**src/rtl/assert_macros.svh**
```systemverilog
// assertion macros used by the top-level rtl file
`ifndef ASSERT_MACROS_SVH
`define ASSERT_MACROS_SVH

// same-cycle implication, checked on every clock edge out of reset
`define ASSERT_IMPLIES(lbl, ante, cons, msg) \
    lbl: assert property (@(posedge clk) disable iff (!rst_n) (ante) |-> (cons)) \
        else $error(msg);

// next-cycle implication, checked on every clock edge out of reset
`define ASSERT_NEXT(lbl, ante, cons, msg) \
    lbl: assert property (@(posedge clk) disable iff (!rst_n) (ante) |=> (cons)) \
        else $error(msg);

`endif

```
**src/rtl/lss_pkg.sv**
```systemverilog
// shared types and constants of the lifo stack with search
package lss_pkg;

    // storage and field widths
    localparam int LSS_DEPTH = 64;
    localparam int WORD_W    = 32;
    localparam int POS_W     = 7;
    localparam int STAT_W    = 2;
    localparam int KIND_W    = 2;
    localparam int OUT_PAD_W = 7;

    // operation codes
    typedef enum logic [KIND_W-1:0] {
        KIND_PUSH   = 2'd0,
        KIND_POP    = 2'd1,
        KIND_SEARCH = 2'd2,
        KIND_CLEAR  = 2'd3
    } kind_t;

    // result status codes
    typedef enum logic [STAT_W-1:0] {
        STAT_OK       = 2'd0,
        STAT_FULL     = 2'd1,
        STAT_EMPTY    = 2'd2,
        STAT_NOTFOUND = 2'd3
    } status_t;

    // one result word
    typedef struct packed {
        status_t                   status;
        logic signed [WORD_W-1:0]  value_out;
        logic [POS_W-1:0]          position;
        logic [POS_W-1:0]          entry_count;
        logic                      is_empty;
        logic signed [WORD_W-1:0]  top_word;
        logic                      last;
    } res_t;

endpackage

```
**src/rtl/lss_core.sv**
```systemverilog
// stack memory and the sequencer that runs push, pop, search and clear
module lss_core #(
    parameter int DEPTH = lss_pkg::LSS_DEPTH
) (
    input  logic                            clk,
    input  logic                            rst_n,
    input  logic                            in_valid,
    output logic                            in_ready,
    input  lss_pkg::kind_t                  kind,
    input  logic signed [lss_pkg::WORD_W-1:0] value_in,
    output logic                            res_valid,
    input  logic                            res_ready,
    output lss_pkg::res_t                   res
);
    import lss_pkg::*;

    localparam int CNT_W  = $clog2(DEPTH + 1);
    localparam int ADDR_W = $clog2(DEPTH);

    typedef enum logic [2:0] {
        S_IDLE,
        S_POP_RD,
        S_EMIT,
        S_SRCH,
        S_SRCH_END
    } state_t;

    state_t                    state_reg, state_next;
    logic [CNT_W-1:0]          cnt_reg, cnt_next;
    logic [WORD_W-1:0]         top_reg, top_next;
    logic [WORD_W-1:0]         key_reg, key_next;
    logic [CNT_W-1:0]          idx_reg, idx_next;
    logic                      pend_vld_reg, pend_vld_next;
    logic [CNT_W-1:0]          pend_pos_reg, pend_pos_next;
    status_t                   emit_stat_reg, emit_stat_next;
    logic [WORD_W-1:0]         emit_val_reg, emit_val_next;

    logic [WORD_W-1:0]         mem [DEPTH];
    logic [WORD_W-1:0]         rd_data_reg;
    logic                      wr_en;
    logic [ADDR_W-1:0]         wr_addr;
    logic                      rd_en;
    logic [ADDR_W-1:0]         rd_addr;

    logic [CNT_W-1:0]          idx_inc;
    logic [CNT_W-1:0]          cnt_dec2;
    logic                      hit;

    assign idx_inc  = idx_reg + 1'b1;
    assign cnt_dec2 = cnt_reg - CNT_W'(2);
    assign hit      = (rd_data_reg == key_reg);

    // single-port stack memory with registered read
    always_ff @(posedge clk)
    begin
        if (wr_en)
        begin
            mem[wr_addr] <= value_in;
        end
        if (rd_en)
        begin
            rd_data_reg <= mem[rd_addr];
        end
    end

    // sequencer next state and result selection
    always_comb
    begin
        state_next     = state_reg;
        cnt_next       = cnt_reg;
        top_next       = top_reg;
        key_next       = key_reg;
        idx_next       = idx_reg;
        pend_vld_next  = pend_vld_reg;
        pend_pos_next  = pend_pos_reg;
        emit_stat_next = emit_stat_reg;
        emit_val_next  = emit_val_reg;
        wr_en          = 1'b0;
        wr_addr        = cnt_reg[ADDR_W-1:0];
        rd_en          = 1'b0;
        rd_addr        = idx_inc[ADDR_W-1:0];
        in_ready       = 1'b0;
        res_valid      = 1'b0;

        res.status      = emit_stat_reg;
        res.value_out   = emit_val_reg;
        res.position    = '0;
        res.entry_count = POS_W'(cnt_reg);
        res.is_empty    = (cnt_reg == '0);
        res.top_word    = top_reg;
        res.last        = 1'b1;

        unique case (state_reg)
            S_IDLE:
            begin
                in_ready = 1'b1;
                if (in_valid)
                begin
                    emit_val_next = '0;
                    unique case (kind)
                        KIND_PUSH:
                        begin
                            if (cnt_reg == CNT_W'(DEPTH))
                            begin
                                emit_stat_next = STAT_FULL;
                            end
                            else
                            begin
                                wr_en          = 1'b1;
                                top_next       = value_in;
                                cnt_next       = cnt_reg + 1'b1;
                                emit_stat_next = STAT_OK;
                            end
                            state_next = S_EMIT;
                        end
                        KIND_POP:
                        begin
                            if (cnt_reg == '0)
                            begin
                                emit_stat_next = STAT_EMPTY;
                                state_next     = S_EMIT;
                            end
                            else
                            begin
                                // fetch the entry under the top, it becomes the new top
                                emit_stat_next = STAT_OK;
                                emit_val_next  = top_reg;
                                cnt_next       = cnt_reg - 1'b1;
                                rd_en          = 1'b1;
                                rd_addr        = cnt_dec2[ADDR_W-1:0];
                                state_next     = S_POP_RD;
                            end
                        end
                        KIND_SEARCH:
                        begin
                            key_next      = value_in;
                            idx_next      = '0;
                            pend_vld_next = 1'b0;
                            if (cnt_reg == '0)
                            begin
                                emit_stat_next = STAT_NOTFOUND;
                                state_next     = S_EMIT;
                            end
                            else
                            begin
                                rd_en      = 1'b1;
                                rd_addr    = '0;
                                state_next = S_SRCH;
                            end
                        end
                        KIND_CLEAR:
                        begin
                            cnt_next       = '0;
                            top_next       = '0;
                            emit_stat_next = STAT_OK;
                            state_next     = S_EMIT;
                        end
                        default:
                        begin
                            state_next = S_IDLE;
                        end
                    endcase
                end
            end
            S_POP_RD:
            begin
                top_next   = (cnt_reg == '0) ? '0 : rd_data_reg;
                state_next = S_EMIT;
            end
            S_EMIT:
            begin
                res_valid = 1'b1;
                if (res_ready)
                begin
                    state_next = S_IDLE;
                end
            end
            S_SRCH:
            begin
                // a new hit releases the previous one, which is then not the last
                res.status    = STAT_OK;
                res.value_out = key_reg;
                res.position  = POS_W'(pend_pos_reg);
                res.last      = 1'b0;
                res_valid     = hit && pend_vld_reg;
                if (!(hit && pend_vld_reg && !res_ready))
                begin
                    if (hit)
                    begin
                        pend_vld_next = 1'b1;
                        pend_pos_next = idx_inc;
                    end
                    if (idx_inc == cnt_reg)
                    begin
                        state_next = S_SRCH_END;
                    end
                    else
                    begin
                        rd_en    = 1'b1;
                        idx_next = idx_inc;
                    end
                end
            end
            S_SRCH_END:
            begin
                res_valid = 1'b1;
                if (pend_vld_reg)
                begin
                    res.status    = STAT_OK;
                    res.value_out = key_reg;
                    res.position  = POS_W'(pend_pos_reg);
                end
                else
                begin
                    res.status    = STAT_NOTFOUND;
                    res.value_out = '0;
                end
                if (res_ready)
                begin
                    state_next = S_IDLE;
                end
            end
            default:
            begin
                state_next = S_IDLE;
            end
        endcase
    end

    // sequencer state and working registers
    always_ff @(posedge clk or negedge rst_n)
    begin
        if (!rst_n)
        begin
            state_reg     <= S_IDLE;
            cnt_reg       <= '0;
            top_reg       <= '0;
            pend_vld_reg  <= 1'b0;
            emit_stat_reg <= STAT_OK;
        end
        else
        begin
            state_reg     <= state_next;
            cnt_reg       <= cnt_next;
            top_reg       <= top_next;
            pend_vld_reg  <= pend_vld_next;
            emit_stat_reg <= emit_stat_next;
        end
    end

    // payload registers
    always_ff @(posedge clk)
    begin
        key_reg      <= key_next;
        idx_reg      <= idx_next;
        pend_pos_reg <= pend_pos_next;
        emit_val_reg <= emit_val_next;
    end

endmodule

```
**src/rtl/lifo_stack_with_search_unit.sv**
```systemverilog
// top level of the lifo stack with linear search
//
// A stack of DEPTH signed 32-bit words behind one single-port memory with a
// registered read. One word is taken at a time and the input is not ready
// until its last result has gone into the output register. Push and clear
// go straight to the result; pop first reads the new top from memory (not
// on an empty stack), and search makes one memory read per stored entry; the
// output side can stall each of them. Search gives one result per match,
// bottom first, or a single not-found result. The memory needs no clearing
// after reset.
`include "assert_macros.svh"

module lifo_stack_with_search_unit #(
    parameter int DEPTH = lss_pkg::LSS_DEPTH
) (
    input  logic        clk,
    input  logic        rst_n,
    input  logic        s_axis_tvalid,
    output logic        s_axis_tready,
    input  logic [31:0] s_axis_tdata,   // value_in[31:0]
    input  logic [1:0]  s_axis_tuser,   // kind[1:0]
    output logic        m_axis_tvalid,
    input  logic        m_axis_tready,
    // status[1:0], value_out[33:2], position[40:34], entry_count[47:41],
    // is_empty[48], top_word[80:49], zero pad[87:81]
    output logic [87:0] m_axis_tdata,
    output logic        m_axis_tlast
);
    import lss_pkg::*;

    logic  res_valid;
    logic  res_ready;
    res_t  res;
    logic  out_vld_reg;
    res_t  out_res_reg;

    // output register is free when empty or being drained
    assign res_ready = !out_vld_reg || m_axis_tready;

    lss_core #(
        .DEPTH(DEPTH)
    ) u_core (
        .clk      (clk),
        .rst_n    (rst_n),
        .in_valid (s_axis_tvalid),
        .in_ready (s_axis_tready),
        .kind     (kind_t'(s_axis_tuser)),
        .value_in (s_axis_tdata),
        .res_valid(res_valid),
        .res_ready(res_ready),
        .res      (res)
    );

    // output word register
    always_ff @(posedge clk or negedge rst_n)
    begin
        if (!rst_n)
        begin
            out_vld_reg <= 1'b0;
        end
        else if (res_ready)
        begin
            out_vld_reg <= res_valid;
        end
    end

    always_ff @(posedge clk)
    begin
        if (res_valid && res_ready)
        begin
            out_res_reg <= res;
        end
    end

    assign m_axis_tvalid = out_vld_reg;
    assign m_axis_tlast  = out_res_reg.last;
    assign m_axis_tdata  = {OUT_PAD_W'(0), out_res_reg.top_word, out_res_reg.is_empty,
                            out_res_reg.entry_count, out_res_reg.position,
                            out_res_reg.value_out, out_res_reg.status};

    // checks
    `ASSERT_IMPLIES(a_cnt_range, out_vld_reg, out_res_reg.entry_count <= POS_W'(DEPTH), "count above depth")
    `ASSERT_IMPLIES(a_empty_flag, out_vld_reg, out_res_reg.is_empty == (out_res_reg.entry_count == '0), "empty flag disagrees with count")
    `ASSERT_IMPLIES(a_empty_top, out_vld_reg && out_res_reg.is_empty, out_res_reg.top_word == '0, "top word not zero on empty stack")
    `ASSERT_IMPLIES(a_found_pos, out_vld_reg && !out_res_reg.last, out_res_reg.status == STAT_OK && out_res_reg.position != '0, "non-final word is not a search hit")
    `ASSERT_NEXT(a_busy, s_axis_tvalid && s_axis_tready, !s_axis_tready, "input ready right after accept")

endmodule

```
**config.mk**
```make
export PLATFORM = sky130hd
export DESIGN_NAME = lifo_stack_with_search_unit
export DESIGN_NICKNAME = d
export VERILOG_FILES = /design/src/rtl/lss_pkg.sv /design/src/rtl/lss_core.sv /design/src/rtl/lifo_stack_with_search_unit.sv
export VERILOG_INCLUDE_DIRS = /design/src /design/src/rtl
export SDC_FILE = /design/constraint.sdc
export NUM_CORES = 2
export LEC_CHECK = 0
export BUFFER_PORTS_ARGS = -buffer_cell sky130_fd_sc_hd__buf_2
export CORE_ASPECT_RATIO = 1.1
export CORE_UTILIZATION = 23
export CTS_CLUSTER_SIZE = 20
export DETAILED_ROUTE_END_ITERATION = 8
export SYNTH_ARGS = -nofsm -noshare
export SYNTH_HDL_FRONTEND = slang
export SYNTH_SLANG_ARGS = --single-unit
```
**constraint.sdc**
```tcl
create_clock -name clk -period 7.8 [get_ports clk]
set_clock_uncertainty 0.15 [all_clocks]
set_input_delay 0.78 -clock clk [delete_from_list [all_inputs] [get_ports clk]]
set_output_delay 0.78 -clock clk [all_outputs]
set_load 0.01 [all_outputs]
```
==> results.json <==
{
  "status": "completed",
  "placed_area_sq_um": 98400,
  "synth_area_leaders": "edfxtp_1, nand2_1, nand3_1",
  "yosysSeqAreaShare": 0.752,
  "largest_reg_flops": 2048,
  "setup.worst_path.start_class": "flip-flop",
  "setup_viol": 0,
  "cts_hold_buf": 1,
  "yosysWarnings": 0,
  "die_w_um": 602,
  "final_cell_mix": "edfxtp_1, nand2_1, nand3_1, and3_1, mux2i_1",
  "cp_top_family": "simple AND/OR/NAND/NOR gates",
  "largest_register": "u_core.mem",
  "finalWeightedCongestion": 0.861,
  "slowest_stage": "or3_1",
  "finalPower_mw": 35.6,
  "synth_top_area_frac": 0.740,
  "syn-cell-area_sq_um": 90900,
  "max_cap_viol_count": 0,
  "antenna_found_initial": 25,
  "peakVddDrop_mv": 0.278,
  "grt_first_pass_wirelength_um": 403000,
  "hold_violations": 0,
  "required_ns": 8.31,
  "cp_max_fo": 34,
  "ctsHtreeMaxLevel": 4,
  "vias": 56800,
  "relSlewSlack": 0.0746,
  "syn_area_per_cell_sq_um": 14.4,
  "mostFrequentLayoutCell": "edfxtp_1",
  "yosys_most_used_dff": "edfxtp_1",
  "fin_crit_sh": 0.767,
  "fmax_ghz": 0.167,
  "hpwl_um": 166000,
  "start_util": 0.232,
  "overflow": 0,
  "hold_class": "input port to flip-flop",
  "cts_resized": 0,
  "die_h_um": 661,
  "ant_nets": 0,
  "worst_slew_pin_slew_ns": 1.38,
  "numCtsBuffers": 221,
  "gr-usage-all-layers": 0.139,
  "cts_tree": "yes",
  "wire_per_inst_um": 24.1,
  "end_kind": "flip-flop",
  "dr.pass1.iters": 8,
  "ys_ff_latch": 2286,
  "worstSetupPathType": "flip-flop to flip-flop",
  "holdWs_ns": 0.0727,
  "clock_latency_ns": 0.89,
  "rsz0062_at_grt": "false",
  "cts_root_buf": "clkbuf_16",
  "via_per_inst": 4.79,
  "final_area_sq_um": 105000,
  "ys_types": 79,
  "pwr_density_cell_nw_per_um2": 338,
  "coreArea_sq_um": 393000,
  "floorplan.die_area_sq_um": 398000,
  "async_flop_share": 0.0201,
  "drive_above_1_share": 0.117,
  "drt_iter0_markers": 7580,
  "dpl.cell_count": 11400,
  "nFillCells": 39700,
  "synth_top_area_cell": "edfxtp_1",
  "min_period_ns": 5.99,
  "path_cells": "or3_1, nor4_1, nor2_4, a22oi_4, buf_4, buf_4, a22oi_1, a31oi_1, nand4_1, a31oi_1",
  "p_leak_nw": 34.6,
  "tns_ns": 0,
  "cts_max_path_buffers": 3,
  "grt_pass1_vias": 54800,
  "postCtsSetupBuffers": 0,
  "port_buffers": 121,
  "ioPinCount": 129,
  "synth_edf_count": 2240,
  "report.final.slew_viol_count": 0,
  "routed_wirelength_um": 286000,
  "critPathMaxStageDelay_ns": 0.83,
  "cts.sinks": 2286,
  "area_delta_synth_final_pct": 15.9,
  "final_cells": 11900,
  "path_clk_slew_ns": 0.07,
  "cp_num_buf_inv": 2,
  "num-nets-final": 6499,
  "syn_inst": 6317,
  "worstPathArrival_ns": 6.50,
  "rows": 241,
  "drc": 0,
  "grt_max_degree": 174
}
==> kinds of logic (layout without fill, tap and decap cells) <==
kind of cell | count (synthesis) | after routing | share of synthesized area
simple gates | 2356 | 2356 | 0.114
flops | 2286 | 2286 | 0.752
compound gates | 876 | 876 | 0.0703
buf+inv | 460 | 767 | 0.0256
mux | 270 | 270 | 0.0302
xor+xnor | 51 | 51 | 0.00491
fa+ha+maj | 17 | 17 | 0.00242
other cells | 1 | 14 | 0.0000412
==> cell type report <==
class	instances	area [sq um]	area share
sequential	2286	68400	0.649
multi-input combinational	3577	20900	0.198
inverter	20	75.1	0.000712
clock buffer	283	5850	0.0555
antenna	7	17.5	0.000166
tap	5224	6540	0.0620
clock inverter	126	1130	0.0107
timing repair buffer	338	2500	0.0237
==> per-stage QoR <==
stage / setup slack, ns / utilization
finish: 1.81 / 0.269
floorplan: 2.30 / -
CTS: 1.94 / 0.269
global placement: 1.79 / 0.251
detailed placement: 1.76 / 0.251
global route: 1.74 / 0.269
==> where the power goes <==
group | internal (mW) | total (mW) | switching [mW]
combinational | 3.00 | 10.6 | 7.60
clock | 5.76 | 10.4 | 4.63
sequential | 14.2 | 14.6 | 0.422
==> final timing paths <==
check                      cells past startpoint                                to  slack, ns                            from
min reg2reg                                    0        m_axis_tdata[62]$_DFFE_PP_       0.33  u_core.top_reg[13]$_DFFE_PN0P_
max                                           10  u_core.rd_data_reg[23]$_DFFE_PP_       1.81   u_core.cnt_reg[3]$_DFFE_PN0P_
max reg2reg                                   10  u_core.rd_data_reg[23]$_DFFE_PP_       1.81   u_core.cnt_reg[3]$_DFFE_PN0P_
min                                            3         m_axis_tvalid$_DFFE_PN0P_       0.07                   m_axis_tready
min in group asynchronous                      3    u_core.top_reg[28]$_DFFE_PN0P_       0.42                           rst_n
max in group asynchronous                      3     u_core.top_reg[7]$_DFFE_PN0P_       6.53                           rst_n
==> metal layers <==
| layer | track usage | routed length (um) | up-vias |
|---|---|---|---|
| li1 | - | - | 24300 |
| met1 | 0.178 | 112000 | 28800 |
| met2 | 0.223 | 131000 | 3080 |
| met3 | 0.0278 | 28400 | 568 |
| met4 | 0.0681 | 14700 | 12 |
| met5 | 0 | 77 | - |
==> synth_stat cells, drive strengths merged, types with 13 or more instances <==
master,number
a21o,19
a22oi,58
ha,16
a21oi,76
edfxtp,2240
o22ai,16
clkbuf,154
mux2i,235
nor3,19
a211oi,155
nor2,109
a221oi,14
a32oi,33
nand3,521
o32a,13
inv,19
a311oi,96
a22o,45
xnor2,45
nand4,39
a31oi,180
mux2,35
a2111oi,19
and3,239
buf,286
dfrtp,46
nand2,1391
o21ai,85
==> tightest hold or removal path: stages <==
cell and delay (ns):
buf_2 0.09, nand2b_1 0.12, nand2_1 0.06
No activity file was read; power rests on OpenSTA's default activity.
